`src/rtl/core/rit_pkg.sv`:
```
// ----------------------------------------------------------------------------
// rit_pkg
// Shared constants, types and the digit glyph function for the radix
// integer to text converter.
// ----------------------------------------------------------------------------
package rit_pkg;

    localparam int VALUE_WIDTH = 32;
    localparam int RADIX_W     = 8;
    localparam int CHAR_W      = 8;
    localparam int DIGIT_W     = 6;
    localparam int IDX_W       = $clog2(VALUE_WIDTH);
    localparam int CNT_W       = $clog2(VALUE_WIDTH + 1);

    localparam logic [RADIX_W-1:0] RADIX_MIN  = 8'd2;
    localparam logic [RADIX_W-1:0] RADIX_MAX  = 8'd36;
    localparam logic [CHAR_W-1:0]  CHAR_MINUS = 8'h2D;
    localparam logic [CHAR_W-1:0]  CHAR_ERR   = 8'h00;
    localparam logic [CHAR_W-1:0]  CHAR_ZERO  = 8'h30;
    localparam logic [CHAR_W-1:0]  CHAR_ALPHA = 8'h37;   // 'A' - 10
    localparam logic [DIGIT_W-1:0] DEC_LIMIT  = 6'd10;

    // divider control and status
    typedef struct packed {
        logic load;    // new dividend and radix
        logic next;    // divide the held quotient again
    } t_div_ctl;

    typedef struct packed {
        logic               done;
        logic               q_zero;
        logic [DIGIT_W-1:0] digit;
    } t_div_stat;

    // digit store write port
    typedef struct packed {
        logic               en;
        logic [IDX_W-1:0]   addr;
        logic [DIGIT_W-1:0] digit;
    } t_wr;

    // emitter launch
    typedef struct packed {
        logic             start;
        logic             err;
        logic             neg;
        logic [CNT_W-1:0] count;
    } t_emit_ctl;

    function automatic logic [CHAR_W-1:0] glyph(input logic [DIGIT_W-1:0] d);
        logic [CHAR_W-1:0] dx;
        dx = {{(CHAR_W-DIGIT_W){1'b0}}, d};
        if (d < DEC_LIMIT) begin
            return CHAR_ZERO + dx;
        end
        return CHAR_ALPHA + dx;
    endfunction

endpackage

```
`src/rtl/core/rit_if.sv`:
```
// ----------------------------------------------------------------------------
// rit_if
// Valid/ready channels: input word (number, radix) and output word
// (one character with its flags).
// ----------------------------------------------------------------------------
interface rit_in_if;
    logic                                  valid;
    logic                                  ready;
    logic signed [rit_pkg::VALUE_WIDTH-1:0] number;
    logic [rit_pkg::RADIX_W-1:0]           radix;

    modport source (output valid, output number, output radix, input ready);
    modport sink   (input valid, input number, input radix, output ready);
endinterface

interface rit_out_if;
    logic                       valid;
    logic                       ready;
    logic [rit_pkg::CHAR_W-1:0] text_char;
    logic                       final_char;
    logic                       bad_radix;

    modport source (output valid, output text_char, output final_char,
                    output bad_radix, input ready);
    modport sink   (input valid, input text_char, input final_char,
                    input bad_radix, output ready);
endinterface

```
`src/rtl/core/rit_div.sv`:
```
// ----------------------------------------------------------------------------
// rit_div
// Bit-serial restoring divider: one quotient bit per cycle. Keeps the
// quotient in its shift register so the next digit can follow directly.
// ----------------------------------------------------------------------------
module rit_div (
    input  logic                             i_clk,
    input  logic                             i_rst_n,
    input  rit_pkg::t_div_ctl                i_ctl,
    input  logic [rit_pkg::VALUE_WIDTH-1:0]  i_dividend,
    input  logic [rit_pkg::DIGIT_W-1:0]      i_radix,
    output rit_pkg::t_div_stat               o_stat
);

    logic [rit_pkg::VALUE_WIDTH-1:0] r_q;
    logic [rit_pkg::DIGIT_W-1:0]     r_rem;
    logic [rit_pkg::DIGIT_W-1:0]     r_radix;
    logic [rit_pkg::IDX_W-1:0]       r_cnt;
    logic                            r_busy;
    logic                            r_done;
    logic                            r_nz;

    logic [rit_pkg::DIGIT_W:0]       rem_sh;
    logic [rit_pkg::DIGIT_W:0]       rem_sub;
    logic                            q_bit;
    logic [rit_pkg::DIGIT_W-1:0]     n_rem;

    always_comb begin
        rem_sh  = {r_rem, r_q[rit_pkg::VALUE_WIDTH-1]};
        rem_sub = rem_sh - {1'b0, r_radix};
        q_bit   = (rem_sh >= {1'b0, r_radix});
        n_rem   = q_bit ? rem_sub[rit_pkg::DIGIT_W-1:0] : rem_sh[rit_pkg::DIGIT_W-1:0];
    end

    always_ff @(posedge i_clk) begin
        if (!i_rst_n) begin
            r_busy <= 1'b0;
            r_done <= 1'b0;
            r_cnt  <= '0;
            r_nz   <= 1'b0;
            r_q    <= '0;
            r_rem  <= '0;
        end else begin
            r_done <= 1'b0;
            if (i_ctl.load || i_ctl.next) begin
                r_q    <= i_ctl.load ? i_dividend : r_q;
                r_rem  <= '0;
                r_cnt  <= '0;
                r_nz   <= 1'b0;
                r_busy <= 1'b1;
            end else if (r_busy) begin
                r_q   <= {r_q[rit_pkg::VALUE_WIDTH-2:0], q_bit};
                r_rem <= n_rem;
                r_nz  <= r_nz | q_bit;
                r_cnt <= r_cnt + 1'b1;
                if (r_cnt == rit_pkg::IDX_W'(rit_pkg::VALUE_WIDTH - 1)) begin
                    r_busy <= 1'b0;
                    r_done <= 1'b1;
                end
            end
        end
    end

    always_ff @(posedge i_clk) begin
        if (i_ctl.load) begin
            r_radix <= i_radix;
        end
    end

    assign o_stat.done   = r_done;
    assign o_stat.q_zero = !r_nz;
    assign o_stat.digit  = r_rem;

endmodule

```
`src/rtl/core/rit_emit.sv`:
```
// ----------------------------------------------------------------------------
// rit_emit
// Digit store and character emitter. Digits arrive least significant
// first; they are read back in reverse and driven out one word at a time
// through the output register.
// ----------------------------------------------------------------------------
module rit_emit (
    input  logic                   i_clk,
    input  logic                   i_rst_n,
    input  rit_pkg::t_wr           i_wr,
    input  rit_pkg::t_emit_ctl     i_ctl,
    output logic                   o_busy,
    rit_out_if.source              o_out
);

    logic [rit_pkg::DIGIT_W-1:0] r_mem [rit_pkg::VALUE_WIDTH];
    logic [rit_pkg::DIGIT_W-1:0] r_rd_data;

    logic [rit_pkg::CNT_W-1:0]   r_left;
    logic                        r_minus;
    logic                        r_err;

    logic                        r_out_valid;
    logic [rit_pkg::CHAR_W-1:0]  r_char;
    logic                        r_final;
    logic                        r_bad;

    logic                        slot_free;
    logic                        take_digit;
    logic                        rd_en;
    logic [rit_pkg::CNT_W-1:0]   rd_ptr;

    assign slot_free  = !r_out_valid || o_out.ready;
    assign take_digit = slot_free && !r_err && !r_minus && (r_left != '0);

    // prefetch: launch reads the top digit, each consumed digit reads the next
    always_comb begin
        rd_en  = i_ctl.start || take_digit;
        rd_ptr = i_ctl.start ? (i_ctl.count - 1'b1) : (r_left - 2'd2);
    end

    always_ff @(posedge i_clk) begin
        if (i_wr.en) begin
            r_mem[i_wr.addr] <= i_wr.digit;
        end
        if (rd_en) begin
            r_rd_data <= r_mem[rd_ptr[rit_pkg::IDX_W-1:0]];
        end
    end

    always_ff @(posedge i_clk) begin
        if (!i_rst_n) begin
            r_left      <= '0;
            r_minus     <= 1'b0;
            r_err       <= 1'b0;
            r_out_valid <= 1'b0;
        end else begin
            if (o_out.ready) begin
                r_out_valid <= 1'b0;
            end
            if (i_ctl.start) begin
                r_err   <= i_ctl.err;
                r_minus <= i_ctl.neg && !i_ctl.err;
                r_left  <= i_ctl.err ? '0 : i_ctl.count;
            end else if (slot_free) begin
                if (r_err) begin
                    r_err       <= 1'b0;
                    r_out_valid <= 1'b1;
                end else if (r_minus) begin
                    r_minus     <= 1'b0;
                    r_out_valid <= 1'b1;
                end else if (r_left != '0) begin
                    r_left      <= r_left - 1'b1;
                    r_out_valid <= 1'b1;
                end
            end
        end
    end

    // output word payload
    always_ff @(posedge i_clk) begin
        if (!i_ctl.start && slot_free) begin
            if (r_err) begin
                r_char  <= rit_pkg::CHAR_ERR;
                r_final <= 1'b1;
                r_bad   <= 1'b1;
            end else if (r_minus) begin
                r_char  <= rit_pkg::CHAR_MINUS;
                r_final <= 1'b0;
                r_bad   <= 1'b0;
            end else if (r_left != '0) begin
                r_char  <= rit_pkg::glyph(r_rd_data);
                r_final <= (r_left == rit_pkg::CNT_W'(1));
                r_bad   <= 1'b0;
            end
        end
    end

    assign o_busy           = r_err || r_minus || (r_left != '0);
    assign o_out.valid      = r_out_valid;
    assign o_out.text_char  = r_char;
    assign o_out.final_char = r_final;
    assign o_out.bad_radix  = r_bad;

endmodule

```
`src/rtl/core/radix_integer_to_text.sv`:
```
// ----------------------------------------------------------------------------
// radix_integer_to_text
// Converts a signed 32-bit number to ASCII text in base 2..36, one
// character per output word, most significant digit first.
// ----------------------------------------------------------------------------
// Each input word yields its text as a run of output words: '-' for a
// negative number, then digits '0'-'9'/'A'-'Z', with final_char set on
// the last one. A radix outside 2..36 yields one word with text_char 0,
// final_char 1 and bad_radix 1. Digits are produced by a bit-serial
// divider that takes one quotient bit per cycle, one digit after
// another; the longest conversion is base 2 with the most negative
// number. A new word is taken once the previous text has been handed
// to the output register; the last character may still be waiting
// there while the next conversion runs.
module radix_integer_to_text (
    input  logic      i_clk,
    input  logic      i_rst_n,
    rit_in_if.sink    i_in,
    rit_out_if.source o_out
);

    typedef enum logic [3:0] {
        S_IDLE   = 4'b0001,
        S_DIV    = 4'b0010,
        S_LAUNCH = 4'b0100,
        S_DRAIN  = 4'b1000
    } t_state;

    t_state                      r_state, n_state;
    logic [rit_pkg::CNT_W-1:0]   r_count, n_count;
    logic                        r_neg, n_neg;
    logic                        r_err, n_err;

    rit_pkg::t_div_ctl           div_ctl;
    rit_pkg::t_div_stat          div_stat;
    rit_pkg::t_wr                wr;
    rit_pkg::t_emit_ctl          emit_ctl;
    logic                        emit_busy;

    logic                        accept;
    logic                        radix_ok;
    logic [rit_pkg::VALUE_WIDTH-1:0] magnitude;

    assign i_in.ready = (r_state == S_IDLE);
    assign accept     = i_in.valid && i_in.ready;
    assign radix_ok   = (i_in.radix >= rit_pkg::RADIX_MIN) &&
                        (i_in.radix <= rit_pkg::RADIX_MAX);
    assign magnitude  = i_in.number[rit_pkg::VALUE_WIDTH-1]
                      ? (rit_pkg::VALUE_WIDTH'(0) - rit_pkg::VALUE_WIDTH'(i_in.number))
                      : rit_pkg::VALUE_WIDTH'(i_in.number);

    always_comb begin
        n_state      = r_state;
        n_count      = r_count;
        n_neg        = r_neg;
        n_err        = r_err;
        div_ctl      = '0;
        wr.en        = 1'b0;
        wr.addr      = r_count[rit_pkg::IDX_W-1:0];
        wr.digit     = div_stat.digit;
        emit_ctl.start = 1'b0;
        emit_ctl.err   = r_err;
        emit_ctl.neg   = r_neg;
        emit_ctl.count = r_count;

        case (r_state)
            S_IDLE: begin
                if (accept) begin
                    n_count = '0;
                    n_neg   = i_in.number[rit_pkg::VALUE_WIDTH-1];
                    n_err   = !radix_ok;
                    if (radix_ok) begin
                        div_ctl.load = 1'b1;
                        n_state      = S_DIV;
                    end else begin
                        n_state = S_LAUNCH;
                    end
                end
            end
            S_DIV: begin
                if (div_stat.done) begin
                    wr.en   = 1'b1;
                    n_count = r_count + 1'b1;
                    if (div_stat.q_zero ||
                        r_count == rit_pkg::CNT_W'(rit_pkg::VALUE_WIDTH - 1)) begin
                        n_state = S_LAUNCH;
                    end else begin
                        div_ctl.next = 1'b1;
                    end
                end
            end
            S_LAUNCH: begin
                emit_ctl.start = 1'b1;
                n_state        = S_DRAIN;
            end
            S_DRAIN: begin
                if (!emit_busy) begin
                    n_state = S_IDLE;
                end
            end
            default: begin
                n_state = S_IDLE;
            end
        endcase
    end

    always_ff @(posedge i_clk) begin
        if (!i_rst_n) begin
            r_state <= S_IDLE;
            r_count <= '0;
            r_neg   <= 1'b0;
            r_err   <= 1'b0;
        end else begin
            r_state <= n_state;
            r_count <= n_count;
            r_neg   <= n_neg;
            r_err   <= n_err;
        end
    end

    rit_div u_div (
        .i_clk      (i_clk),
        .i_rst_n    (i_rst_n),
        .i_ctl      (div_ctl),
        .i_dividend (magnitude),
        .i_radix    (i_in.radix[rit_pkg::DIGIT_W-1:0]),
        .o_stat     (div_stat)
    );

    rit_emit u_emit (
        .i_clk   (i_clk),
        .i_rst_n (i_rst_n),
        .i_wr    (wr),
        .i_ctl   (emit_ctl),
        .o_busy  (emit_busy),
        .o_out   (o_out)
    );

endmodule

```
`src/flat_wrapper.sv`:
```
// flat-port wrapper written by rule: the top's interface ports become plain ports
module radix_integer_to_text_flat 
  (i_clk, i_rst_n, i_in_valid, i_in_number, i_in_radix, i_in_ready, o_out_valid, o_out_text_char, o_out_final_char, o_out_bad_radix, o_out_ready);
  rit_in_if i_in_i ();
  rit_out_if o_out_i ();
  input  logic i_clk;
  input  logic i_rst_n;
  input wire logic [$bits(i_in_i.valid)-1:0] i_in_valid;
  input wire logic [$bits(i_in_i.number)-1:0] i_in_number;
  input wire logic [$bits(i_in_i.radix)-1:0] i_in_radix;
  output wire logic [$bits(i_in_i.ready)-1:0] i_in_ready;
  output wire logic [$bits(o_out_i.valid)-1:0] o_out_valid;
  output wire logic [$bits(o_out_i.text_char)-1:0] o_out_text_char;
  output wire logic [$bits(o_out_i.final_char)-1:0] o_out_final_char;
  output wire logic [$bits(o_out_i.bad_radix)-1:0] o_out_bad_radix;
  input wire logic [$bits(o_out_i.ready)-1:0] o_out_ready;
  assign i_in_i.valid = i_in_valid;
  assign i_in_i.number = i_in_number;
  assign i_in_i.radix = i_in_radix;
  assign i_in_ready = i_in_i.ready;
  assign o_out_valid = o_out_i.valid;
  assign o_out_text_char = o_out_i.text_char;
  assign o_out_final_char = o_out_i.final_char;
  assign o_out_bad_radix = o_out_i.bad_radix;
  assign o_out_i.ready = o_out_ready;
  radix_integer_to_text u_core (.i_clk(i_clk), .i_rst_n(i_rst_n), .i_in(i_in_i), .o_out(o_out_i));
endmodule
```
`config.mk`:
```
export PLATFORM = sky130hd
export DESIGN_NAME = radix_integer_to_text_flat
export DESIGN_NICKNAME = d
export VERILOG_FILES = /design/src/rtl/core/rit_pkg.sv /design/src/rtl/core/rit_if.sv /design/src/rtl/core/rit_div.sv /design/src/rtl/core/rit_emit.sv /design/src/rtl/core/radix_integer_to_text.sv /design/src/flat_wrapper.sv
export SDC_FILE = /design/constraint.sdc
export NUM_CORES = 1
export LEC_CHECK = 0
export ABC_AREA = 1
export BUFFER_PORTS_ARGS = -buffer_cell sky130_fd_sc_hd__buf_2
export CAP_MARGIN = 20
export CORE_UTILIZATION = 45
export DETAILED_ROUTE_END_ITERATION = 7
export GPL_ROUTABILITY_DRIVEN = 0
export GPL_TIMING_DRIVEN = 0
export PLACE_DENSITY = 0.58
export REMOVE_ABC_BUFFERS = 1
export SYNTH_ARGS = -nofsm -noshare
export SYNTH_HDL_FRONTEND = slang
export SYNTH_SLANG_ARGS = --single-unit
```
`constraint.sdc`:
```
create_clock -name i_clk -period 2.5 [get_ports i_clk]
set_input_delay 0.375 -clock i_clk [delete_from_list [all_inputs] [get_ports i_clk]]
set_output_delay 0.375 -clock i_clk [all_outputs]
set_load 0.05 [all_outputs]
```
==> results of run 1 <==
## kinds of logic after synthesis
group	Yosys count	share of synthesized area [%]
compound gates	153	5.80
fa+ha+maj	23	2.10
other cells	1	0.0266
xor+xnor	28	1.74
buf+inv	314	9.10
flops	280	54.9
simple gates	777	26.3
## per-stage QoR
stage | utilization, % | setup TNS (ns) | area (um^2) | power (mW)
after floorplan | - | -6.64 | 13700 | 9.14
after global placement | 47.2 | -29.36 | 14500 | 10.8
after detailed placement | 48.1 | -12.81 | 14700 | 10.9
after CTS | 52.2 | 0 | 16000 | 15.7
after global routing | 52.9 | -0.00608 | 16200 | 16.8
final | 52.9 | 0 | 16200 | 15.9
## power by group through the flow
stage                     sequential, mW  combinational (mW)  clock, mW
after CTS                           5.46                5.70       4.57
after detailed placement            5.54                5.35          0
after floorplan                     5.81                3.33          0
final                               5.46                5.95       4.50
after global placement              5.54                5.23          0
after global routing                5.49                6.57       4.73
## worst reg2reg max path, cell delays in order, from the launching register on
cell and delay (ns):
dfxtp_1 0.44, nand4_1 0.25, nor2_4 0.25, nand2_1 0.43
nor2_1 0.67
## how the worst max path moves through the flow
stage | slack (ns) | start | end
floorplan | -1.11 | u_core.r_state[2]$_SDFFE_PN0P_ | u_core.u_emit.r_rd_data[0]$_DFFE_PP_
global placement | -3.34 | u_core.r_state[2]$_SDFFE_PN0P_ | u_core.u_emit.r_rd_data[3]$_DFFE_PP_
detailed placement | -0.95 | u_core.r_state[2]$_SDFFE_PN0P_ | u_core.u_emit.r_rd_data[2]$_DFFE_PP_
CTS | 0.01 | u_core.r_count[0]$_SDFFE_PN0P_ | u_core.u_emit.r_rd_data[4]$_DFFE_PP_
global route | -0.006 | u_core.r_state[1]$_SDFFE_PN0P_ | u_core.u_emit.r_rd_data[3]$_DFFE_PP_
finish | 0.10 | u_core.r_state[1]$_SDFFE_PN0P_ | u_core.u_emit.r_mem[1][2]$_DFFE_PP_
## placed cells by master, fill, tap and decap left out, types with 6 or more instances in the layout
cell type / count
nand3b_1: 64
nor2_1: 94
dfxtp_1: 58
clkbuf_16: 34
a31oi_1: 9
inv_1: 231
buf_16: 7
ha_1: 21
nor3_1: 15
buf_4: 15
clkbuf_1: 6
clkinv_2: 8
edfxtp_1: 213
nand3_1: 278
nand2_4: 8
or2_2: 8
nand2_1: 272
o21ai_0: 73
nand4_1: 16
buf_2: 54
xnor2_1: 9
xor2_1: 19
a21oi_1: 54
dfxtp_2: 7
## cells in the mapped netlist (all sizes together) (3+ instances only)
cell type and count:
nand3b 64, a22oi 3, edfxtp 213, nand3 280, xor2 19, nor2 98, a21oi 54, o21ai 76
nand4 17, a31oi 9, buf 50, a211oi 3, ha 22, dfxtp 67, inv 239, nor3 16
nor4 3, xnor2 9, clkbuf 23, or2 12, o211ai 3, nand2 283
## registers in the layout, indices dropped and copies added, names as in the netlist, 4 cells and up
register	count
u_core.u_emit.r_left	6
u_core.u_emit.r_rd_data	6
u_core.u_div.r_cnt	5
u_core.u_div.r_q	32
u_core.r_state	4
u_core.u_emit.o_out.text_char	7
u_core.r_count	6
u_core.u_emit.r_mem	192
u_core.u_div.r_radix	6
u_core.u_div.r_rem	6
## layer usage
metal,vias to the layer above,wire length (um),global-route usage [%]
met2,329,17500,38.6
met1,5203,16100,30.9
met3,62,2020,2.97
li1,5397,-,-
met5,-,0,0
met4,0,765,5.54
## area by class of cell
class,count,area share (%)
Tap cell,396,3.06
Sequential cell,280,47.8
Inverter,241,5.67
Timing Repair Buffer,87,4.71
Clock buffer,41,5.40
Clock inverter,16,0.841
Multi-Input combinational cell,989,32.5
## repair_timing
action / CTS / global route
cloned: 8 / 2
pin swaps: 6 / 4
endpoints found under the setup margin: 26 / 29
endpoints found under the hold margin: 4 / 0
buffers inserted: 3 / 13
gates resized for setup: 16 / 15
hold buffers: 4 / 0
==> metrics.txt, run 1 <==
# TYPE chip_impl_metric gauge
chip_impl_info{name="outcome",value="finished, final reports clean"} 1
chip_impl_info{name="rr_startpoint",value="u_core.r_state[1]$_SDFFE_PN0P_"} 1
chip_impl_info{name="regToRegEndpoint",value="u_core.u_emit.r_mem[1][2]$_DFFE_PP_"} 1
chip_impl_metric{name="seqPwrFrac",unit="%"} 34.3
chip_impl_info{name="setup.worst_path.start_class",value="register"} 1
chip_impl_metric{name="arrival",unit="ns"} 2.59
chip_impl_metric{name="drt_iter0_drc",unit=""} 815
chip_impl_metric{name="final_net_count",unit=""} 1697
chip_impl_metric{name="fin_worst_skew",unit="ns"} 0.0139
chip_impl_metric{name="layout-drive-gt1-share",unit="%"} 11.2
chip_impl_metric{name="power_frac_clock",unit="%"} 28.3
chip_impl_metric{name="share_comb_of_total_power",unit="%"} 37.4
chip_impl_metric{name="die_x",unit="um"} 179
chip_impl_info{name="synth_top_area_cell",value="edfxtp_1"} 1
chip_impl_metric{name="slew_violations",unit=""} 0
chip_impl_metric{name="first_pass_grt_wire_length",unit="um"} 56000
chip_impl_metric{name="synthArstFlopShare",unit="%"} 0
chip_impl_metric{name="numPortBuffers",unit=""} 54
chip_impl_metric{name="synth.distinct_cells",unit=""} 48
chip_impl_metric{name="hold_path_depth",unit=""} 1
chip_impl_metric{name="dp_cells",unit=""} 1963
chip_impl_metric{name="critical_path.max_fanout",unit=""} 8
chip_impl_metric{name="area_of_combinational_cells_with_multiple_inputs",unit="mm^2"} 0.00527
chip_impl_metric{name="post-route-period-util",unit="%"} 95.8
chip_impl_metric{name="gr-total-overflow",unit=""} 0
chip_impl_metric{name="power_density_over_cell_area",unit="mW/mm^2"} 981
chip_impl_info{name="cts_root_buf",value="clkbuf_16"} 1
chip_impl_metric{name="synth.yosys.seq_area_share",unit="%"} 54.9
chip_impl_info{name="largest_cells_by_area_after_synthesis",value="edfxtp_1 (45%), nand3_1 (9.9%), dfxtp_1 (9.5%), nand2_1 (7.3%), inv_1 (6.2%)"} 1
chip_impl_metric{name="cts_max_path_buffers",unit=""} 3
chip_impl_metric{name="die_height",unit="um"} 179
chip_impl_metric{name="yosys_warnings",unit=""} 0
chip_impl_metric{name="final_cell_count_no_fill",unit=""} 2050
chip_impl_metric{name="synth-edff-count",unit=""} 213
chip_impl_metric{name="cellInternalPower",unit="mW"} 9.89
chip_impl_metric{name="initial_utilization",unit="%"} 45.9
chip_impl_metric{name="htree_levels",unit=""} 1
chip_impl_metric{name="rr_worst_depth",unit=""} 4
chip_impl_metric{name="finalHoldViolCount",unit=""} 0
chip_impl_metric{name="cts_buffers",unit=""} 31
chip_impl_metric{name="antenna_left",unit=""} 0
chip_impl_metric{name="grt_start_max_net_pins",unit=""} 67
chip_impl_metric{name="final.setup.worst_slack",unit="ns"} 0.104
chip_impl_info{name="dominant_register_cell_in_the_synthesized_netlist",value="edfxtp_1"} 1
chip_impl_metric{name="grt_antenna_before_repair",unit=""} 0
chip_impl_info{name="holdPathEnd",value="u_core.u_div.r_radix[5]$_DFFE_PP_"} 1
chip_impl_metric{name="synthesis.area_per_instance",unit="um^2"} 8.94
chip_impl_metric{name="synthesis.instances",unit=""} 1576
chip_impl_metric{name="max_stage_delay",unit="ns"} 0.66
chip_impl_metric{name="finalCriticalPeriod",unit="ns"} 2.40
chip_impl_metric{name="clock_sink_count",unit=""} 280
chip_impl_metric{name="crit_required",unit="ns"} 2.69
chip_impl_metric{name="count_of_final_setup_violators",unit=""} 0
chip_impl_metric{name="static-leakage-power",unit="nW"} 6.78
chip_impl_info{name="class_of_the_most_critical_hold_timing_path",value="in -> reg"} 1
chip_impl_metric{name="wl",unit="um"} 36400
chip_impl_info{name="hold_start",value="i_in_radix[5]"} 1
chip_impl_metric{name="drv_cap",unit=""} 0
chip_impl_metric{name="detail_route.vias_per_cell",unit=""} 5.36
chip_impl_info{name="setup.worst_path.end_class",value="register"} 1
chip_impl_metric{name="floorplan.rows",unit=""} 64
chip_impl_metric{name="antennaDiodeCount",unit=""} 0
chip_impl_metric{name="detailed_place_hpwl",unit="um"} 22400
chip_impl_metric{name="timing_worst_slew_pin_value",unit="ns"} 0.704
chip_impl_metric{name="critical_path.n_buffers_inverters",unit=""} 0
chip_impl_metric{name="hold-worst-slack",unit="ns"} 0.0216
chip_impl_metric{name="pre_cts_setup_slack",unit="ns"} -0.950
chip_impl_metric{name="remaining_drc_errors",unit=""} 0
chip_impl_info{name="critical_path.top_delay_family",value="simple AND/OR/NAND/NOR gates"} 1
chip_impl_metric{name="sw_pwr",unit="mW"} 6.01
chip_impl_info{name="path_class",value="reg -> reg"} 1
chip_impl_metric{name="num_vias",unit=""} 11000
chip_impl_metric{name="netlist_area",unit="mm^2"} 0.0141
chip_impl_metric{name="synthToLayoutAreaGrowth",unit="%"} 15.1
chip_impl_metric{name="maxClockFrequency",unit="GHz"} 0.417
chip_impl_metric{name="regToRegSetupSlack",unit="ns"} 0.10
chip_impl_info{name="cpMaxStageDelayCell",value="nor2_1"} 1
chip_impl_metric{name="drt_pre_antenna_iters",unit=""} 5
chip_impl_metric{name="fp.coreArea",unit="mm^2"} 0.0307
chip_impl_metric{name="track_usage",unit="%"} 22.8
chip_impl_metric{name="worst-path-stages",unit=""} 4
chip_impl_metric{name="fillers",unit=""} 2865
chip_impl_metric{name="route.detailed.wl_per_inst",unit="um"} 17.8
chip_impl_metric{name="via_count_of_the_first_global_routing_pass",unit=""} 10200
chip_impl_info{name="cts_tree",value="yes"} 1
chip_impl_metric{name="design.die.area",unit="mm^2"} 0.0320
chip_impl_metric{name="area.sequential",unit="mm^2"} 0.00775
chip_impl_metric{name="synth_top_area_share",unit="%"} 45.4
chip_impl_metric{name="ys_ff_latch",unit=""} 280
chip_impl_metric{name="switching_share",unit="%"} 37.8
chip_impl_metric{name="ios",unit=""} 56
chip_impl_metric{name="vdd_ir_drop_max",unit="V"} 0.000647
chip_impl_metric{name="clkSlewWorstSetupHoldPaths",unit="ns"} 0.06
chip_impl_metric{name="worst_slew_slack_as_a_fraction_of_its_limit",unit="%"} 52.5
chip_impl_metric{name="clkLatencyLatePin",unit="ns"} 0.56
chip_impl_info{name="cp_cell_sequence",value="nand4_1, nor2_4, nand2_1, nor2_1"} 1
Power figures use the tool's default switching activity.
==> run 2: changes to the inputs <==
--- a/config.mk
+++ b/config.mk
@@ -8,11 +8,11 @@
 export ABC_AREA = 1
 export BUFFER_PORTS_ARGS = -buffer_cell sky130_fd_sc_hd__buf_2
 export CAP_MARGIN = 20
-export CORE_UTILIZATION = 45
+export CORE_UTILIZATION = 40
 export DETAILED_ROUTE_END_ITERATION = 7
 export GPL_ROUTABILITY_DRIVEN = 0
 export GPL_TIMING_DRIVEN = 0
-export PLACE_DENSITY = 0.58
+export PLACE_DENSITY = 0.53
 export REMOVE_ABC_BUFFERS = 1
 export SYNTH_ARGS = -nofsm -noshare
 export SYNTH_HDL_FRONTEND = slang
==> run 2 against run 1 <==
- sequential power barely moved
- combinational power rose by 1%
- global-route usage fell by 2.3 points
- sequential share of layout area barely moved
- largest cell class unchanged
- non-clock buffer count fell by 11
- maximum frequency fell by 0.67%
- highest routed layer is now met5
- critical path depth rose by 9
- routed wire length rose by 0.38%
==> metrics.txt, run 2 (synthesized netlist as in run 1, its figures left out) <==
# TYPE chip_impl_metric gauge
chip_impl_metric{name="numPortBuffers",unit=""} 54
chip_impl_info{name="setup.worst_path.start",value="u_core.r_state[1]$_SDFFE_PN0P_"} 1
chip_impl_metric{name="area_of_combinational_cells_with_multiple_inputs",unit="mm^2"} 0.00523
chip_impl_info{name="mostFrequentLayoutCells",value="nand3_1 (277), nand2_1 (272), inv_1 (232)"} 1
chip_impl_info{name="cp_cell_sequence",value="nor2_4, buf_4, nand3_4, buf_16, nand2_8, buf_8, nand2_1, nand3_1, nand3_1, nand3_2, nand2_1, nand2_1, nand2_1"} 1
chip_impl_metric{name="drt_iter0_drc",unit=""} 750
chip_impl_metric{name="max_stage_delay",unit="ns"} 0.35
chip_impl_metric{name="first_pass_grt_wire_length",unit="um"} 57500
chip_impl_metric{name="fp.coreArea",unit="mm^2"} 0.0346
chip_impl_info{name="class_of_the_most_critical_hold_timing_path",value="in -> reg"} 1
chip_impl_metric{name="detailed_place_hpwl",unit="um"} 22400
chip_impl_metric{name="cts_max_path_buffers",unit=""} 3
chip_impl_metric{name="grt_antenna_before_repair",unit=""} 1
chip_impl_metric{name="largest_register_ff_count",unit=""} 192
chip_impl_metric{name="final_core_util",unit="%"} 46.9
chip_impl_metric{name="via_count_of_the_first_global_routing_pass",unit=""} 10200
chip_impl_metric{name="htree_levels",unit=""} 1
chip_impl_metric{name="static-leakage-power",unit="nW"} 6.73
chip_impl_metric{name="cts_buffers",unit=""} 31
chip_impl_metric{name="final.setup.worst_slack",unit="ns"} 0.0881
chip_impl_metric{name="timing_worst_slew_pin_value",unit="ns"} 0.813
chip_impl_metric{name="fin_worst_skew",unit="ns"} 0.00998
chip_impl_metric{name="power_density_over_cell_area",unit="mW/mm^2"} 998
chip_impl_metric{name="synthToLayoutAreaGrowth",unit="%"} 15.2
chip_impl_metric{name="hold-worst-slack",unit="ns"} 0.0222
chip_impl_metric{name="post-route-period-util",unit="%"} 96.5
chip_impl_metric{name="drv_cap",unit=""} 0
chip_impl_info{name="rr_startpoint",value="u_core.r_state[1]$_SDFFE_PN0P_"} 1
chip_impl_metric{name="layout-drive-gt1-share",unit="%"} 10.6
chip_impl_metric{name="switching_share",unit="%"} 37.0
chip_impl_metric{name="antennaDiodeCount",unit=""} 0
chip_impl_metric{name="worst_slew_slack_as_a_fraction_of_its_limit",unit="%"} 45.6
chip_impl_metric{name="clkLatencyLatePin",unit="ns"} 0.55
chip_impl_metric{name="final_net_count",unit=""} 1682
chip_impl_metric{name="detail_route.vias_per_cell",unit=""} 5.12
chip_impl_metric{name="maxClockFrequency",unit="GHz"} 0.415
chip_impl_info{name="crit_top_cell",value="nand2_1"} 1
chip_impl_metric{name="gr-total-overflow",unit=""} 0
chip_impl_metric{name="drt_pre_antenna_iters",unit=""} 5
chip_impl_metric{name="remaining_drc_errors",unit=""} 0
chip_impl_metric{name="wl",unit="um"} 36500
chip_impl_metric{name="finalCriticalPeriod",unit="ns"} 2.41
chip_impl_metric{name="finalHoldViolCount",unit=""} 0
chip_impl_metric{name="fillers",unit=""} 3311
chip_impl_info{name="worstSetupEndpoint",value="u_core.u_emit.r_rd_data[4]$_DFFE_PP_"} 1
chip_impl_info{name="cts_tree",value="yes"} 1
chip_impl_metric{name="grt_start_max_net_pins",unit=""} 55
chip_impl_metric{name="ios",unit=""} 56
chip_impl_metric{name="num_vias",unit=""} 10700
chip_impl_info{name="largest_register",value="u_core.u_emit.r_mem"} 1
chip_impl_metric{name="critical_path.max_fanout",unit=""} 54
chip_impl_metric{name="regToRegSetupSlack",unit="ns"} 0.09
chip_impl_metric{name="rr_worst_depth",unit=""} 13
chip_impl_info{name="cts_root_buf",value="clkbuf_16"} 1
chip_impl_metric{name="clock_sink_count",unit=""} 280
chip_impl_metric{name="slew_violations",unit=""} 0
chip_impl_info{name="setup.worst_path.end_class",value="register"} 1
chip_impl_metric{name="sw_pwr",unit="mW"} 5.99
chip_impl_info{name="regToRegEndpoint",value="u_core.u_emit.r_rd_data[4]$_DFFE_PP_"} 1
chip_impl_metric{name="track_usage",unit="%"} 20.6
chip_impl_metric{name="share_comb_of_total_power",unit="%"} 37.2
chip_impl_metric{name="route.detailed.wl_per_inst",unit="um"} 17.4
chip_impl_metric{name="design.die.area",unit="mm^2"} 0.0360
chip_impl_metric{name="vdd_ir_drop_max",unit="V"} 0.000690
chip_impl_info{name="path_class",value="reg -> reg"} 1
chip_impl_metric{name="antenna_left",unit=""} 0
chip_impl_metric{name="area.sequential",unit="mm^2"} 0.00776
chip_impl_metric{name="cellInternalPower",unit="mW"} 10.2
chip_impl_metric{name="crit_required",unit="ns"} 2.79
chip_impl_metric{name="seqPwrFrac",unit="%"} 33.6
chip_impl_info{name="layout_commonest_cell",value="nand3_1"} 1
chip_impl_metric{name="arrival",unit="ns"} 2.70
chip_impl_info{name="rsz0062_at_grt",value="false"} 1
chip_impl_info{name="setup.worst_path.start_class",value="register"} 1
chip_impl_metric{name="clkSlewWorstSetupHoldPaths",unit="ns"} 0.06
chip_impl_metric{name="die_height",unit="um"} 190
chip_impl_metric{name="pre_cts_setup_slack",unit="ns"} -0.748
chip_impl_info{name="outcome",value="finished, final reports clean"} 1
chip_impl_metric{name="initial_utilization",unit="%"} 40.7
chip_impl_info{name="cpMaxStageDelayCell",value="dfxtp_2"} 1
chip_impl_metric{name="count_of_final_setup_violators",unit=""} 0
chip_impl_metric{name="power_frac_clock",unit="%"} 29.2
chip_impl_metric{name="floorplan.rows",unit=""} 68
chip_impl_metric{name="die_x",unit="um"} 190
==> run 2: worst min path at each step <==
stage                     depth (start not counted)                                end                              start  slack, ns
after floorplan                                   2     u_core.u_div.r_nz$_SDFFE_PP0P_     u_core.u_div.r_nz$_SDFFE_PP0P_       0.43
after global placement                            2  u_core.u_div.r_q[25]$_SDFFE_PN0P_  u_core.u_div.r_q[25]$_SDFFE_PN0P_       0.45
after detailed placement                          2  u_core.u_div.r_q[23]$_SDFFE_PN0P_  u_core.u_div.r_q[23]$_SDFFE_PN0P_       0.46
after CTS                                         1  u_core.u_div.r_radix[3]$_DFFE_PP_                      i_in_radix[3]      0.002
after global routing                              1  u_core.u_div.r_radix[3]$_DFFE_PP_                      i_in_radix[3]      0.001
final                                             1  u_core.u_div.r_radix[3]$_DFFE_PP_                      i_in_radix[3]       0.02
==> run 2: power by group through the flow <==
| stage | clock network [mW] | registers, mW | logic (mW) |
|---|---|---|---|
| finish | 4.73 | 5.45 | 6.03 |
| global route | 5.02 | 5.48 | 6.65 |
| CTS | 4.82 | 5.45 | 5.84 |
| detailed placement | 0 | 5.55 | 5.43 |
| global placement | 0 | 5.55 | 5.32 |
| floorplan | 0 | 5.81 | 3.33 |
==> run 2: metrics by stage <==
step	area [um^2]	power [mW]	std cells	setup TNS, ns
finish	16200	16.2	2094	0
global route	16200	17.2	2094	0
CTS	16100	16.1	2090	-0.00152
detailed placement	14800	11.0	2020	-9.75
global placement	14600	10.9	2012	-29.41
floorplan	13700	9.14	1503	-6.64
==> run 2: critical path, delay by kind of cell (launching register included) <==
family	cells	cell delay [ns]
buffers and inverters	3	0.58
flip-flops	1	0.35
AND/OR/NAND/NOR	10	1.14
==> run 2: layer usage <==
metal | routed length, um | GRT usage [%]
met5 | 12 | 0
met4 | 521 | 3.85
met3 | 1540 | 2.51
met2 | 17300 | 34.2
met1 | 17100 | 28.9
==> run 2: repair_timing <==
item / CTS / global route
gates cloned: 6 / 1
hold endpoints to repair: 1 / 0
endpoints found under the setup margin: 27 / 20
pin swaps: 5 / 2
gates resized for setup: 15 / 20
buffers inserted: 6 / 3
hold buffers: 1 / 0
==> run 2: cell type report <==
type / instances / area share (%)
Clock buffer: 44 / 5.52
Clock inverter: 13 / 1.07
Inverter: 241 / 5.69
Multi-Input combinational cell: 985 / 32.2
Sequential cell: 280 / 47.8
Tap cell: 455 / 3.51
Timing Repair Buffer: 76 / 4.25
